`src/hdl/mdf_pkg.sv`:
```
package mdf_pkg;

  localparam int SAMPLE_W    = 12;
  localparam int COEFF_W     = 16;
  localparam int COEFF_IDX_W = 4;
  localparam int CHAN_W      = 3;
  localparam int FILT_W      = 40;
  localparam int OSC_W       = 5;
  localparam int NORM_W      = 15;
  localparam int FRAC_W      = 8;
  localparam int CFG_IDX_W   = 4;
  localparam int CFG_DATA_W  = 16;

  localparam int NUM_CHANNELS_DEF   = 8;
  localparam int MAX_OVERSAMPLE_DEF = 16;

  localparam logic [OSC_W-1:0]  OSC_RESET  = OSC_W'(8);
  localparam logic [NORM_W-1:0] NORM_RESET = NORM_W'(8);

  localparam logic [CFG_IDX_W-1:0] REG_OVERSAMPLE = CFG_IDX_W'(0);
  localparam logic [CFG_IDX_W-1:0] REG_NORM       = CFG_IDX_W'(1);

  localparam logic REQ_SAMPLE = 1'b0;
  localparam logic REQ_COEFF  = 1'b1;

  typedef enum logic [1:0] {
    ST_IDLE,
    ST_MUL,
    ST_DIV,
    ST_HOLD
  } state_e;

  typedef struct packed {
    logic busy;
    logic done;
  } unit_status_t;

endpackage

```
`src/hdl/mdf_if.sv`:
```
interface mdf_in_if;
  logic                                   valid;
  logic                                   ready;
  logic                                   req_type;
  logic [mdf_pkg::SAMPLE_W-1:0]           sample;
  logic [mdf_pkg::COEFF_IDX_W-1:0]        coeff_index;
  logic signed [mdf_pkg::COEFF_W-1:0]     coeff_value;

  modport source (output valid, req_type, sample, coeff_index, coeff_value, input ready);
  modport sink (input valid, req_type, sample, coeff_index, coeff_value, output ready);
endinterface

interface mdf_out_if;
  logic                                 valid;
  logic                                 ready;
  logic [mdf_pkg::CHAN_W-1:0]           channel;
  logic signed [mdf_pkg::FILT_W-1:0]    filtered;
  logic                                 last;

  modport source (output valid, channel, filtered, last, input ready);
  modport sink (input valid, channel, filtered, last, output ready);
endinterface

interface mdf_cfg_if;
  logic                               valid;
  logic                               ready;
  logic [mdf_pkg::CFG_IDX_W-1:0]      index;
  logic [mdf_pkg::CFG_DATA_W-1:0]     data;

  modport source (output valid, index, data, input ready);
  modport sink (input valid, index, data, output ready);
endinterface

```
`src/hdl/multichannel_decimating_fir_top.sv`:
```
// Channel  Direction  Accepted when        Carries
// in_i     sink       valid && ready       req_type, sample, coeff_index, coeff_value
// out_o    source     valid && ready       channel, filtered, last
// cfg_i    sink       valid && ready       index, data
//
// A coefficient write is stored when it is accepted. A sample goes through the
// bit-serial multiply-accumulate, one sample bit per cycle. A sample that
// closes a block then runs the restoring divider, one quotient bit per cycle.
// Reset clears the channel sums, loads ones into the coefficient table and
// sets both registers to 8. A result waits in the output register without
// blocking input; a later block result stalls only while that register is full.
module multichannel_decimating_fir_top #(
  parameter int NUM_CHANNELS   = mdf_pkg::NUM_CHANNELS_DEF,
  parameter int MAX_OVERSAMPLE = mdf_pkg::MAX_OVERSAMPLE_DEF
) (
  input  logic       clk_i,
  input  logic       rst_ni,
  mdf_in_if.sink     in_i,
  mdf_out_if.source  out_o,
  mdf_cfg_if.sink    cfg_i
);

  localparam int CH_W    = (NUM_CHANNELS > 1) ? $clog2(NUM_CHANNELS) : 1;
  localparam int FRAME_W = (MAX_OVERSAMPLE > 1) ? $clog2(MAX_OVERSAMPLE) : 1;
  localparam int SUM_W   = 30 + FRAME_W;
  localparam int CNT_W   = (FRAME_W + 1 > mdf_pkg::OSC_W) ? FRAME_W + 1 : mdf_pkg::OSC_W;

  mdf_pkg::state_e                       state_q, state_d;
  logic [CH_W-1:0]                       chan_pos_q;
  logic [FRAME_W-1:0]                    frame_pos_q;
  logic [CH_W-1:0]                       ch_q;
  logic                                  final_q;
  logic signed [SUM_W-1:0]               sums_q [NUM_CHANNELS];
  logic signed [mdf_pkg::COEFF_W-1:0]    coeff_q [MAX_OVERSAMPLE];
  logic [mdf_pkg::OSC_W-1:0]             osc_q;
  logic [mdf_pkg::NORM_W-1:0]            norm_q;
  logic                                  out_valid_q;
  logic [mdf_pkg::CHAN_W-1:0]            out_chan_q;
  logic signed [mdf_pkg::FILT_W-1:0]     out_filt_q;
  logic                                  out_last_q;

  logic                                  in_acc;
  logic                                  samp_acc;
  logic                                  coeff_acc;
  logic                                  out_free;
  logic                                  mul_start;
  logic                                  div_start;
  logic                                  out_load;
  logic                                  sum_write;
  mdf_pkg::unit_status_t                 mul_st;
  mdf_pkg::unit_status_t                 div_st;
  logic signed [SUM_W-1:0]               mul_acc;
  logic signed [mdf_pkg::FILT_W-1:0]     div_res;
  logic [CNT_W-1:0]                      eff_count;
  logic                                  is_final;
  logic                                  chan_wrap;
  logic [mdf_pkg::NORM_W-1:0]            divisor;

  assign in_acc    = in_i.valid && in_i.ready;
  assign samp_acc  = in_acc && (in_i.req_type == mdf_pkg::REQ_SAMPLE);
  assign coeff_acc = in_acc && (in_i.req_type == mdf_pkg::REQ_COEFF);
  assign out_free  = !out_valid_q || out_o.ready;

  always_comb begin
    if (osc_q == '0) begin
      eff_count = CNT_W'(1);
    end else if (CNT_W'(osc_q) > CNT_W'(MAX_OVERSAMPLE)) begin
      eff_count = CNT_W'(MAX_OVERSAMPLE);
    end else begin
      eff_count = CNT_W'(osc_q);
    end
  end

  assign is_final  = (CNT_W'(frame_pos_q) + CNT_W'(1)) >= eff_count;
  assign chan_wrap = (chan_pos_q == CH_W'(NUM_CHANNELS - 1));
  assign divisor   = (norm_q == '0) ? mdf_pkg::NORM_W'(1) : norm_q;

  always_comb begin
    state_d = state_q;
    unique case (state_q)
      mdf_pkg::ST_IDLE: begin
        if (samp_acc) begin
          state_d = mdf_pkg::ST_MUL;
        end
      end
      mdf_pkg::ST_MUL: begin
        if (mul_st.done) begin
          state_d = final_q ? mdf_pkg::ST_DIV : mdf_pkg::ST_IDLE;
        end
      end
      mdf_pkg::ST_DIV: begin
        if (div_st.done) begin
          state_d = out_free ? mdf_pkg::ST_IDLE : mdf_pkg::ST_HOLD;
        end
      end
      mdf_pkg::ST_HOLD: begin
        if (out_free) begin
          state_d = mdf_pkg::ST_IDLE;
        end
      end
      default: state_d = mdf_pkg::ST_IDLE;
    endcase
  end

  always_comb begin
    in_i.ready = 1'b0;
    mul_start  = 1'b0;
    div_start  = 1'b0;
    sum_write  = 1'b0;
    out_load   = 1'b0;
    unique case (state_q)
      mdf_pkg::ST_IDLE: begin
        in_i.ready = 1'b1;
        mul_start  = samp_acc;
      end
      mdf_pkg::ST_MUL: begin
        sum_write = mul_st.done;
        div_start = mul_st.done && final_q;
      end
      mdf_pkg::ST_DIV: begin
        out_load = div_st.done && out_free;
      end
      mdf_pkg::ST_HOLD: begin
        out_load = out_free;
      end
      default: begin
        in_i.ready = 1'b0;
      end
    endcase
  end

  mdf_mul #(
    .SUM_W (SUM_W)
  ) u_mul (
    .clk_i      (clk_i),
    .rst_ni     (rst_ni),
    .start_i    (mul_start),
    .acc_init_i (sums_q[chan_pos_q]),
    .sample_i   (in_i.sample),
    .coeff_i    (coeff_q[frame_pos_q]),
    .status_o   (mul_st),
    .acc_o      (mul_acc)
  );

  mdf_div #(
    .SUM_W (SUM_W)
  ) u_div (
    .clk_i     (clk_i),
    .rst_ni    (rst_ni),
    .start_i   (div_start),
    .sum_i     (mul_acc),
    .divisor_i (divisor),
    .status_o  (div_st),
    .result_o  (div_res)
  );

  always_ff @(posedge clk_i or negedge rst_ni) begin
    if (!rst_ni) begin
      state_q     <= mdf_pkg::ST_IDLE;
      chan_pos_q  <= '0;
      frame_pos_q <= '0;
      ch_q        <= '0;
      final_q     <= 1'b0;
      osc_q       <= mdf_pkg::OSC_RESET;
      norm_q      <= mdf_pkg::NORM_RESET;
      out_valid_q <= 1'b0;
      for (int i = 0; i < NUM_CHANNELS; i++) begin
        sums_q[i] <= '0;
      end
      for (int i = 0; i < MAX_OVERSAMPLE; i++) begin
        coeff_q[i] <= mdf_pkg::COEFF_W'(1);
      end
    end else begin
      state_q <= state_d;
      if (cfg_i.valid && cfg_i.ready) begin
        if (cfg_i.index == mdf_pkg::REG_OVERSAMPLE) begin
          osc_q <= cfg_i.data[mdf_pkg::OSC_W-1:0];
        end else if (cfg_i.index == mdf_pkg::REG_NORM) begin
          norm_q <= cfg_i.data[mdf_pkg::NORM_W-1:0];
        end
      end
      if (coeff_acc && (int'(in_i.coeff_index) < MAX_OVERSAMPLE)) begin
        coeff_q[FRAME_W'(in_i.coeff_index)] <= in_i.coeff_value;
      end
      if (samp_acc) begin
        ch_q    <= chan_pos_q;
        final_q <= is_final;
        if (chan_wrap) begin
          chan_pos_q  <= '0;
          frame_pos_q <= is_final ? '0 : frame_pos_q + FRAME_W'(1);
        end else begin
          chan_pos_q <= chan_pos_q + CH_W'(1);
        end
      end
      if (sum_write) begin
        sums_q[ch_q] <= final_q ? '0 : mul_acc;
      end
      if (out_load) begin
        out_valid_q <= 1'b1;
      end else if (out_o.ready) begin
        out_valid_q <= 1'b0;
      end
    end
  end

  always_ff @(posedge clk_i) begin
    if (out_load) begin
      out_chan_q <= mdf_pkg::CHAN_W'(ch_q);
      out_filt_q <= div_res;
      out_last_q <= (ch_q == CH_W'(NUM_CHANNELS - 1));
    end
  end

  assign cfg_i.ready    = 1'b1;
  assign out_o.valid    = out_valid_q;
  assign out_o.channel  = out_chan_q;
  assign out_o.filtered = out_filt_q;
  assign out_o.last     = out_last_q;

`ifndef SYNTH
  a_idle_units_free: assert property (@(posedge clk_i) disable iff (!rst_ni)
    in_i.ready |-> (!mul_st.busy && !div_st.busy))
    else $error("Input is ready while an arithmetic unit is busy.");

  a_frame_in_range: assert property (@(posedge clk_i) disable iff (!rst_ni)
    int'(frame_pos_q) < MAX_OVERSAMPLE)
    else $error("Frame position is beyond the coefficient table.");

  a_mul_done_in_mul: assert property (@(posedge clk_i) disable iff (!rst_ni)
    mul_st.done |-> (state_q == mdf_pkg::ST_MUL))
    else $error("Multiplier finished outside the multiply state.");

  a_div_only_final: assert property (@(posedge clk_i) disable iff (!rst_ni)
    div_st.busy |-> final_q)
    else $error("Divider runs for an item that does not close a block.");

  a_hold_means_full: assert property (@(posedge clk_i) disable iff (!rst_ni)
    (state_q == mdf_pkg::ST_HOLD) |-> out_valid_q)
    else $error("Result held back while the output register is empty.");
`endif

endmodule

```
`src/hdl/mdf_mul.sv`:
```
module mdf_mul #(
  parameter int SUM_W = 34
) (
  input  logic                                clk_i,
  input  logic                                rst_ni,
  input  logic                                start_i,
  input  logic signed [SUM_W-1:0]             acc_init_i,
  input  logic [mdf_pkg::SAMPLE_W-1:0]        sample_i,
  input  logic signed [mdf_pkg::COEFF_W-1:0]  coeff_i,
  output mdf_pkg::unit_status_t               status_o,
  output logic signed [SUM_W-1:0]             acc_o
);

  localparam int CNT_W = $clog2(mdf_pkg::SAMPLE_W);

  logic                             busy_q, busy_d;
  logic                             done_q, done_d;
  logic [CNT_W-1:0]                 cnt_q, cnt_d;
  logic signed [SUM_W-1:0]          acc_q, acc_d;
  logic signed [SUM_W-1:0]          mcand_q, mcand_d;
  logic [mdf_pkg::SAMPLE_W-1:0]     mplier_q, mplier_d;
  logic                             last_step;

  assign last_step = (cnt_q == CNT_W'(mdf_pkg::SAMPLE_W - 1));

  always_comb begin
    busy_d   = busy_q;
    done_d   = 1'b0;
    cnt_d    = cnt_q;
    acc_d    = acc_q;
    mcand_d  = mcand_q;
    mplier_d = mplier_q;
    if (start_i) begin
      busy_d   = 1'b1;
      cnt_d    = '0;
      acc_d    = acc_init_i;
      mcand_d  = {{(SUM_W - mdf_pkg::COEFF_W){coeff_i[mdf_pkg::COEFF_W-1]}}, coeff_i};
      mplier_d = sample_i;
    end else if (busy_q) begin
      if (mplier_q[0]) begin
        acc_d = acc_q + mcand_q;
      end
      mcand_d  = mcand_q <<< 1;
      mplier_d = mplier_q >> 1;
      cnt_d    = cnt_q + CNT_W'(1);
      if (last_step) begin
        busy_d = 1'b0;
        done_d = 1'b1;
      end
    end
  end

  always_ff @(posedge clk_i or negedge rst_ni) begin
    if (!rst_ni) begin
      busy_q <= 1'b0;
      done_q <= 1'b0;
      cnt_q  <= '0;
    end else begin
      busy_q <= busy_d;
      done_q <= done_d;
      cnt_q  <= cnt_d;
    end
  end

  always_ff @(posedge clk_i) begin
    acc_q    <= acc_d;
    mcand_q  <= mcand_d;
    mplier_q <= mplier_d;
  end

  assign status_o.busy = busy_q;
  assign status_o.done = done_q;
  assign acc_o         = acc_q;

endmodule

```
`src/hdl/mdf_div.sv`:
```
module mdf_div #(
  parameter int SUM_W = 34
) (
  input  logic                               clk_i,
  input  logic                               rst_ni,
  input  logic                               start_i,
  input  logic signed [SUM_W-1:0]            sum_i,
  input  logic [mdf_pkg::NORM_W-1:0]         divisor_i,
  output mdf_pkg::unit_status_t              status_o,
  output logic signed [mdf_pkg::FILT_W-1:0]  result_o
);

  localparam int DVD_W = SUM_W + mdf_pkg::FRAC_W;
  localparam int CNT_W = $clog2(DVD_W);
  localparam int EXT_W = (DVD_W > mdf_pkg::FILT_W) ? DVD_W + 1 : mdf_pkg::FILT_W + 1;
  localparam int NW    = mdf_pkg::NORM_W;

  logic                   busy_q, busy_d;
  logic                   done_q, done_d;
  logic [CNT_W-1:0]       cnt_q, cnt_d;
  logic [DVD_W-1:0]       dvd_q, dvd_d;
  logic [DVD_W-1:0]       quo_q, quo_d;
  logic [NW-1:0]          rem_q, rem_d;
  logic [NW-1:0]          divisor_q, divisor_d;
  logic                   neg_q, neg_d;
  logic [SUM_W-1:0]       mag;
  logic [NW:0]            trial;
  logic [NW:0]            diff;
  logic                   fits;
  logic [EXT_W-1:0]       q_ext;
  logic [EXT_W-1:0]       q_neg;
  logic [EXT_W-1:0]       lim_pos;
  logic [EXT_W-1:0]       lim_neg;

  assign mag   = sum_i[SUM_W-1] ? (~sum_i + SUM_W'(1)) : sum_i;
  assign trial = {rem_q, dvd_q[DVD_W-1]};
  assign diff  = trial - {1'b0, divisor_q};
  assign fits  = (trial >= {1'b0, divisor_q});

  always_comb begin
    busy_d    = busy_q;
    done_d    = 1'b0;
    cnt_d     = cnt_q;
    dvd_d     = dvd_q;
    quo_d     = quo_q;
    rem_d     = rem_q;
    divisor_d = divisor_q;
    neg_d     = neg_q;
    if (start_i) begin
      busy_d    = 1'b1;
      cnt_d     = '0;
      dvd_d     = {mag, {mdf_pkg::FRAC_W{1'b0}}};
      quo_d     = '0;
      rem_d     = '0;
      divisor_d = divisor_i;
      neg_d     = sum_i[SUM_W-1];
    end else if (busy_q) begin
      dvd_d = dvd_q << 1;
      quo_d = {quo_q[DVD_W-2:0], fits};
      rem_d = fits ? diff[NW-1:0] : trial[NW-1:0];
      cnt_d = cnt_q + CNT_W'(1);
      if (cnt_q == CNT_W'(DVD_W - 1)) begin
        busy_d = 1'b0;
        done_d = 1'b1;
      end
    end
  end

  always_ff @(posedge clk_i or negedge rst_ni) begin
    if (!rst_ni) begin
      busy_q <= 1'b0;
      done_q <= 1'b0;
      cnt_q  <= '0;
    end else begin
      busy_q <= busy_d;
      done_q <= done_d;
      cnt_q  <= cnt_d;
    end
  end

  always_ff @(posedge clk_i) begin
    dvd_q     <= dvd_d;
    quo_q     <= quo_d;
    rem_q     <= rem_d;
    divisor_q <= divisor_d;
    neg_q     <= neg_d;
  end

  assign q_ext   = EXT_W'(quo_q);
  assign q_neg   = ~q_ext + EXT_W'(1);
  assign lim_pos = EXT_W'({1'b0, {(mdf_pkg::FILT_W - 1){1'b1}}});
  assign lim_neg = EXT_W'({1'b1, {(mdf_pkg::FILT_W - 1){1'b0}}});

  always_comb begin
    if (neg_q) begin
      if (q_ext > lim_neg) begin
        result_o = {1'b1, {(mdf_pkg::FILT_W - 1){1'b0}}};
      end else begin
        result_o = q_neg[mdf_pkg::FILT_W-1:0];
      end
    end else begin
      if (q_ext > lim_pos) begin
        result_o = {1'b0, {(mdf_pkg::FILT_W - 1){1'b1}}};
      end else begin
        result_o = q_ext[mdf_pkg::FILT_W-1:0];
      end
    end
  end

  assign status_o.busy = busy_q;
  assign status_o.done = done_q;

endmodule

```
`src/flat_wrapper.sv`:
```
// flat-port wrapper written by rule: the top's interface ports become plain ports
module multichannel_decimating_fir_top_flat 
#(
  parameter int NUM_CHANNELS   = mdf_pkg::NUM_CHANNELS_DEF,
  parameter int MAX_OVERSAMPLE = mdf_pkg::MAX_OVERSAMPLE_DEF
)
  (clk_i, rst_ni, in_i_valid, in_i_req_type, in_i_sample, in_i_coeff_index, in_i_coeff_value, in_i_ready, out_o_valid, out_o_channel, out_o_filtered, out_o_last, out_o_ready, cfg_i_valid, cfg_i_index, cfg_i_data, cfg_i_ready);
  mdf_in_if in_i_i ();
  mdf_out_if out_o_i ();
  mdf_cfg_if cfg_i_i ();
  input  logic clk_i;
  input  logic rst_ni;
  input wire logic [$bits(in_i_i.valid)-1:0] in_i_valid;
  input wire logic [$bits(in_i_i.req_type)-1:0] in_i_req_type;
  input wire logic [$bits(in_i_i.sample)-1:0] in_i_sample;
  input wire logic [$bits(in_i_i.coeff_index)-1:0] in_i_coeff_index;
  input wire logic [$bits(in_i_i.coeff_value)-1:0] in_i_coeff_value;
  output wire logic [$bits(in_i_i.ready)-1:0] in_i_ready;
  output wire logic [$bits(out_o_i.valid)-1:0] out_o_valid;
  output wire logic [$bits(out_o_i.channel)-1:0] out_o_channel;
  output wire logic [$bits(out_o_i.filtered)-1:0] out_o_filtered;
  output wire logic [$bits(out_o_i.last)-1:0] out_o_last;
  input wire logic [$bits(out_o_i.ready)-1:0] out_o_ready;
  input wire logic [$bits(cfg_i_i.valid)-1:0] cfg_i_valid;
  input wire logic [$bits(cfg_i_i.index)-1:0] cfg_i_index;
  input wire logic [$bits(cfg_i_i.data)-1:0] cfg_i_data;
  output wire logic [$bits(cfg_i_i.ready)-1:0] cfg_i_ready;
  assign in_i_i.valid = in_i_valid;
  assign in_i_i.req_type = in_i_req_type;
  assign in_i_i.sample = in_i_sample;
  assign in_i_i.coeff_index = in_i_coeff_index;
  assign in_i_i.coeff_value = in_i_coeff_value;
  assign in_i_ready = in_i_i.ready;
  assign out_o_valid = out_o_i.valid;
  assign out_o_channel = out_o_i.channel;
  assign out_o_filtered = out_o_i.filtered;
  assign out_o_last = out_o_i.last;
  assign out_o_i.ready = out_o_ready;
  assign cfg_i_i.valid = cfg_i_valid;
  assign cfg_i_i.index = cfg_i_index;
  assign cfg_i_i.data = cfg_i_data;
  assign cfg_i_ready = cfg_i_i.ready;
  multichannel_decimating_fir_top #(.NUM_CHANNELS(NUM_CHANNELS), .MAX_OVERSAMPLE(MAX_OVERSAMPLE)) u_core (.clk_i(clk_i), .rst_ni(rst_ni), .in_i(in_i_i), .out_o(out_o_i), .cfg_i(cfg_i_i));
endmodule
```
`config.mk`:
```
export PLATFORM = sky130hd
export DESIGN_NAME = multichannel_decimating_fir_top_flat
export DESIGN_NICKNAME = d
export VERILOG_FILES = /design/src/hdl/mdf_pkg.sv /design/src/hdl/mdf_if.sv /design/src/hdl/multichannel_decimating_fir_top.sv /design/src/hdl/mdf_mul.sv /design/src/hdl/mdf_div.sv /design/src/flat_wrapper.sv
export SDC_FILE = /design/constraint.sdc
export NUM_CORES = 1
export LEC_CHECK = 0
export BUFFER_PORTS_ARGS = -buffer_cell sky130_fd_sc_hd__buf_2
export CORE_ASPECT_RATIO = 1.2
export CORE_MARGIN = 2
export CORE_UTILIZATION = 66
export DETAILED_ROUTE_END_ITERATION = 10
export GPL_ROUTABILITY_DRIVEN = 0
export PLACE_DENSITY_LB_ADDON = 0.15
export SLEW_MARGIN = 5
export SYNTH_ARGS = -nofsm -noshare
export SYNTH_HDL_FRONTEND = slang
export SYNTH_SLANG_ARGS = --single-unit
```
`constraint.sdc`:
```
create_clock -name clk_i -period 6.6 [get_ports clk_i]
set_input_delay 1.98 -clock clk_i [delete_from_list [all_inputs] [get_ports clk_i]]
set_output_delay 1.98 -clock clk_i [all_outputs]
set_load 0.005 [all_outputs]
```
# After elaboration in Yosys (flattened, before gate mapping)
# Cells that the tools add are included.
[totals]
elab_cells = 172
register_bits = 807
out_inout_bits = 47
[op_classes]
eq_ne = 12
n_reduce_logical = 22
n_bitwise = 8
order_cmp = 11
muxes = 61
add_sub_neg = 9
[op_table]
columns = ["operator", "count"]
rows = [
  ["$mux W34", 10],
  ["$bwmux W272", 1],
  ["$bwmux W256", 1],
  ["$mux W40", 3],
  ["$bmux W34 S3", 1],
  ["$demux W34 S3", 1],
  ["$mux W42", 2],
  ["$bmux W16 S4", 1],
  ["$demux W16 S4", 1],
  ["$mux W16", 3],
  ["$gt A42 B39 Y1 const B", 1],
  ["$gt A42 B40 Y1 const B", 1],
  ["$add A40 B1 Y40 const B", 1],
  ["$not A40 Y40", 1],
  ["$add A34 B2 Y34 const B", 1],
  ["$add A34 B34 Y34", 1],
  ["$not A34 Y34", 1],
  ["$mux W12", 2],
  ["$mux W1", 18],
  ["$ge A16 B15 Y1", 1],
  ["$logic_not A15 Y1", 1],
  ["$mux W15", 1],
  ["$sub A15 B15 Y15", 1],
  ["$mux W2", 6],
  ["37 further kinds", 62],
]

# Logic depth before layout (Yosys ltp)
[logic_depth]
depth_word = 7
ltp_mapped = 12

# Hierarchy
# From an unflattened synthesis, not the netlist that was laid out.
[unflattened]
cells_unflattened = 3282
hier_area_um2 = 38836.0
[modules_own_cells]
columns = ["module", "area_per_inst_um2", "cells_per_inst", "n_inst", "seq_area_each_um2"]
rows = [
  ["multichannel_decimating_fir_top", 26130.1, 1940, 1, 15407.3],
  ["mdf_div", 7268.2, 827, 1, 2842.7],
  ["mdf_mul", 5437.7, 515, 1, 2552.4],
]

# Worst setup path before layout
# Ideal clock, no wire load.
[synth_timing]
kind = "input -> register"
from = "in out_o_ready"
to = "reg u_core.out_chan_q, in the netlist u_core.out_o.channel[0] (enable)"
arrival_time_ns = 3.924
slack_ns = 2.229
setup_ns = 0.447
t_required_ns = 6.153
cell_stages = 2
cell_sequence = "nor2b_1 > nor2_1"
[synth_via]
elab_chain_cells = 3
[synth_lines]
columns = ["item", "line", "rtl"]
rows = [
  ["start: declaration", "flat_wrapper.sv:23", "input wire logic [$bits(out_o_i.ready)-1:0] out_o_ready;"],
  ["$logic_or A1 B1 Y1 *", "multichannel_decimating_fir_top.sv:62", "assign out_free = !out_valid_q || out_o.ready;"],
  ["$logic_and A1 B1 Y1", "multichannel_decimating_fir_top.sv:121", "out_load = div_st.done && out_free;"],
  ["$pmux W1 S2 *", "multichannel_decimating_fir_top.sv:111", "unique case (state_q)"],
  ["named net u_core.out_load", "multichannel_decimating_fir_top.sv:48", "logic out_load;"],
  ["end signal: assignment", "multichannel_decimating_fir_top.sv:208", "out_chan_q <= mdf_pkg::CHAN_W'(ch_q);"],
  ["end: declaration", "multichannel_decimating_fir_top.sv:38", "logic [mdf_pkg::CHAN_W-1:0] out_chan_q;"],
]
# Mark *: on every way through the listed nets, which the timed path passes. The rest lies on a longest branch.
# A chain may end at the register's enable or synchronous reset.

# Worst setup path after layout
[layout_timing]
from = "reg u_core.u_div.quo_q[0]"
to = "reg u_core.out_filt_q, in the netlist u_core.out_o.filtered[10] (data pin)"
[layout_via]
elab_chain_cells = 4
elab_cells_between_ends = 7
cone_classes = "add/sub: 1; order compare: 2; mux: 3; bitwise: 1"
[layout_lines]
columns = ["item", "line", "rtl"]
rows = [
  ["start: declaration", "mdf_div.sv:22", "logic [DVD_W-1:0] quo_q, quo_d;"],
  ["start signal: assignment", "mdf_div.sv:83", "quo_q <= quo_d;"],
  ["$not A40 Y40", "mdf_div.sv:90", "assign q_neg = ~q_ext + EXT_W'(1);"],
  ["$add A40 B1 Y40", "mdf_div.sv:90", ""],
  ["$mux W40", "mdf_div.sv:96", "if (q_ext > lim_neg) begin"],
  ["$mux W40 *", "mdf_div.sv:95", "if (neg_q) begin"],
  ["named net u_core.div_res, one bit", "multichannel_decimating_fir_top.sv:53", "logic signed [mdf_pkg::FILT_W-1:0] div_res;"],
  ["end signal: assignment", "multichannel_decimating_fir_top.sv:209", "out_filt_q <= div_res;"],
  ["end: declaration", "multichannel_decimating_fir_top.sv:39", "logic signed [mdf_pkg::FILT_W-1:0] out_filt_q;"],
]
# Marks and branches as above.

==> flow_metrics.tcl <==
set metrics [dict create \
    status "completed" \
    min_path_type "reg -> reg" \
    grt_usage 0.3016 \
    cts_buffer_depth 3 \
    fp.dieW_um 224.1 \
    startpoint_type "register" \
    holdPathStages 2 \
    synth_compound_area_frac 0.09691 \
    critPathCaptureType "register" \
    grt-ovfl-total 0 \
    relSlewSlack 0.2086 \
    yosysTopAreaCell "dfrtp_1" \
    clock_sinks 807 \
    drtIter0Drc 2342 \
    via_per_inst 6.452 \
    synth.cell_area_mm2 0.03836 \
    rows 96 \
    cap_violations 0 \
    yosysWarnings 0 \
    syn_to_final_growth_pct 9.475 \
    tns_ps 0 \
    postCtsHoldBufs 0 \
    criticalPathCategory "reg -> reg" \
    synth_top_family_by_area "multiplexers" \
    core_area_mm2 0.05730 \
    synth_fa_ha_area_frac 0.02094 \
    setup_slack_ps 2540 \
    vias 26470 \
    worst_pin_slew_ps 1184 \
    yosysSeqAreaShare 0.5423 \
    finalHoldViolations 0 \
    grt_max_degree 148 \
    finClkSkew_ps 22.63 \
    post-dp-hpwl_mm 55.40 \
    synthXorXnorAreaFrac 0.01735 \
    wl_mm 88.59 \
    htree_levels 3 \
    cts_root_buf "clkbuf_16" \
    fill_cells 3722 \
    num-nets-final 3421 \
    fin_crit_ps 4060 \
    synthCells 3304 \
    synth.area.top_cells "dfrtp_1 (36%), edfxtp_1 (14%), mux4_2 (8.7%), mux2_2 (8.3%), nand2_1 (5.4%)" \
    fin_crit_sh 0.6152 \
    syn_area_per_cell_um2 11.61 \
    portBuffers 102 \
    cp_max_fo 28 \
    grt_antenna_before_repair 4 \
    yosys.area_share.simple 0.1073 \
    grt_setup_unrepaired "false" \
    cts_resized 0 \
    io_pins 105 \
    p_per_area_mw_per_mm2 429.0 \
    stdcell_area_mm2 0.04199 \
    drtPass1Iterations 6 \
    drt.antenna.violating_nets 0 \
    rr_worst_depth 9 \
    yosysUniqueCellTypes 74 \
    clkTransAtPathRegs_ps 60 \
    ys_ff_latch 807 \
    drc 0 \
    setup_viol 0 \
    cts_setup_buffers 0 \
    max_freq_mhz 246.3 \
    yosysTopAreaCellShare 0.3640 \
    clkLatencyLatePin_ps 640 \
    synth_async_sr_flop_share 0.7138 \
    synth_edf_count 174 \
    dpl_cell_area_mm2 0.03934 \
    final_layout_size_suffix_gt1_frac 0.2235 \
    cts-buffers-inserted 80 \
    initial_core_util 0.6695 \
    slew_violations 0 \
    required_ps 6980 \
    die_h_um 268.1 \
    dieArea_mm2 0.06007 \
    cp.arrival_ps 4440 \
    pre_cts_ws_ps 2051 \
    p_leak_nw 18.41 \
    synthFlopType "dfrtp_1" \
    grt_pass1_wl_mm 142.7 \
    wl_per_cell_um 21.60 \
    cts_tree "yes" \
    synth_nets 3425 \
    irDropWorstVdd_v 0.0002657 \
    grt_pass1_vias 26900 \
    synth_mux_area_frac 0.1882 \
]
==> sequential cells by signal, indices dropped and copies added, names as in the netlist, 4 cells and up <==
| signal | flops |
|---|---|
| u_core.u_mul.cnt_q | 4 |
| u_core.u_div.divisor_q | 15 |
| u_core.norm_q | 15 |
| u_core.u_mul.mplier_q | 12 |
| u_core.frame_pos_q | 4 |
| u_core.u_mul.mcand_q | 34 |
| u_core.u_mul.acc_o | 34 |
| u_core.u_div.dvd_q | 34 |
| u_core.sums_q | 272 |
| u_core.u_div.quo_q | 42 |
| u_core.out_o.filtered | 40 |
| u_core.osc_q | 5 |
| u_core.u_div.rem_q | 15 |
| u_core.u_div.cnt_q | 6 |
| u_core.coeff_q | 256 |
==> cell usage after synthesis, drive strengths merged, types with 10 or more instances <==
library cell	n
a211o	15
a211oi	11
a21o	29
a21oi	81
a31oi	14
buf	27
clkbuf	204
dfrtp	558
dfstp	18
dfxtp	57
edfxtp	174
ha	61
inv	38
mux2	282
mux2i	71
mux4	148
nand2	556
nand2b	43
nand3	30
nand4	18
nor2	136
nor2b	16
nor3	45
nor3b	10
nor4	18
o21a	10
o21ai	404
o311ai	19
o31ai	14
or2	11
or3	20
xnor2	30
xor2	46
==> cell usage in the layout, fill, tap and decap left out, types with 41 or more instances in the layout <==
cell,count
mux4_2,148
dfxtp_1,57
ha_1,61
nand2b_1,42
buf_4,41
o21ai_0,401
mux2i_1,71
xor2_1,46
nor3_1,42
mux2_2,282
buf_2,101
nand2_1,553
dfrtp_1,552
a21oi_1,81
clkbuf_16,84
edfxtp_1,174
nor2_1,134
==> through the flow <==
stage | hold slack [ps] | power (mW) | utilization | std cells
2_1_floorplan | 423.1 | 11.78 | - | 3304
3_3_place_gp | 456.2 | 13.08 | 0.6865 | 3953
3_5_place_dp | 458.1 | 13.39 | 0.6865 | 3953
4_1_cts | 476.0 | 18.01 | 0.7328 | 4099
5_1_grt | 490.3 | 19.02 | 0.7329 | 4101
6_report | 473.4 | 18.02 | 0.7329 | 4102
==> final timing paths <==
check | end | start | slack [ps]
max | u_core.out_o.filtered[10] | u_core.u_div.quo_q[0] | 2540
min | u_core.sums_q[27] | u_core.sums_q[27] | 470
max reg2reg | u_core.out_o.filtered[10] | u_core.u_div.quo_q[0] | 2540
min reg2reg | u_core.sums_q[27] | u_core.sums_q[27] | 470
max in group asynchronous | u_core.sums_q[165] | rst_ni | 3790
min in group asynchronous | u_core.coeff_q[213] | rst_ni | 1400
==> where the power goes <==
part / internal [mW] / leakage, nW / total, mW / switching (mW)
Combinational: 2.57 / 7.19 / 5.87 / 3.29
Sequential: 6.58 / 9.91 / 7.58 / 1.01
Clock: 2.66 / 1.31 / 4.57 / 1.90
==> final cells by class <==
type / instances / area [um^2] / area share
Timing Repair Buffer: 145 / 868.3 / 0.02068
Clock inverter: 23 / 262.8 / 0.006257
Inverter: 41 / 153.9 / 0.003665
Antenna cell: 3 / 7.507 / 0.0001788
Clock buffer: 123 / 2389 / 0.05688
Sequential cell: 807 / 20820 / 0.4957
Tap cell: 735 / 919.6 / 0.02190
Multi-Input combinational cell: 2225 / 16580 / 0.3948
==> critical path: stages, from the launching register on <==
cell      delay [ps]
dfxtp_1          360
inv_1            100
ha_1             180
or4b_4           520
nor4_4           350
and4_1           340
nand3_1          140
a21boi_2         710
nand2_2          560
o311ai_0         550
==> cells by family (layout without fill, tap and decap cells) <==
kind of cell    after synthesis  after routing
simple gates                937            937
flops                       807            807
compound gates              647            647
mux                         501            501
buf+inv                     272            332
xor+xnor                     76             76
fa+ha+maj                    63             63
other cells                   1              4
==> routing by layer <==
metal	up-vias	GRT usage	wire length, um
met5	-	0	0
met4	0	0.1090	2409
met3	163	0.03936	5224
met2	957	0.5153	44600
met1	13450	0.4016	36360
li1	11900	-	-
Note: power is estimated with default switching activity, not from simulation.
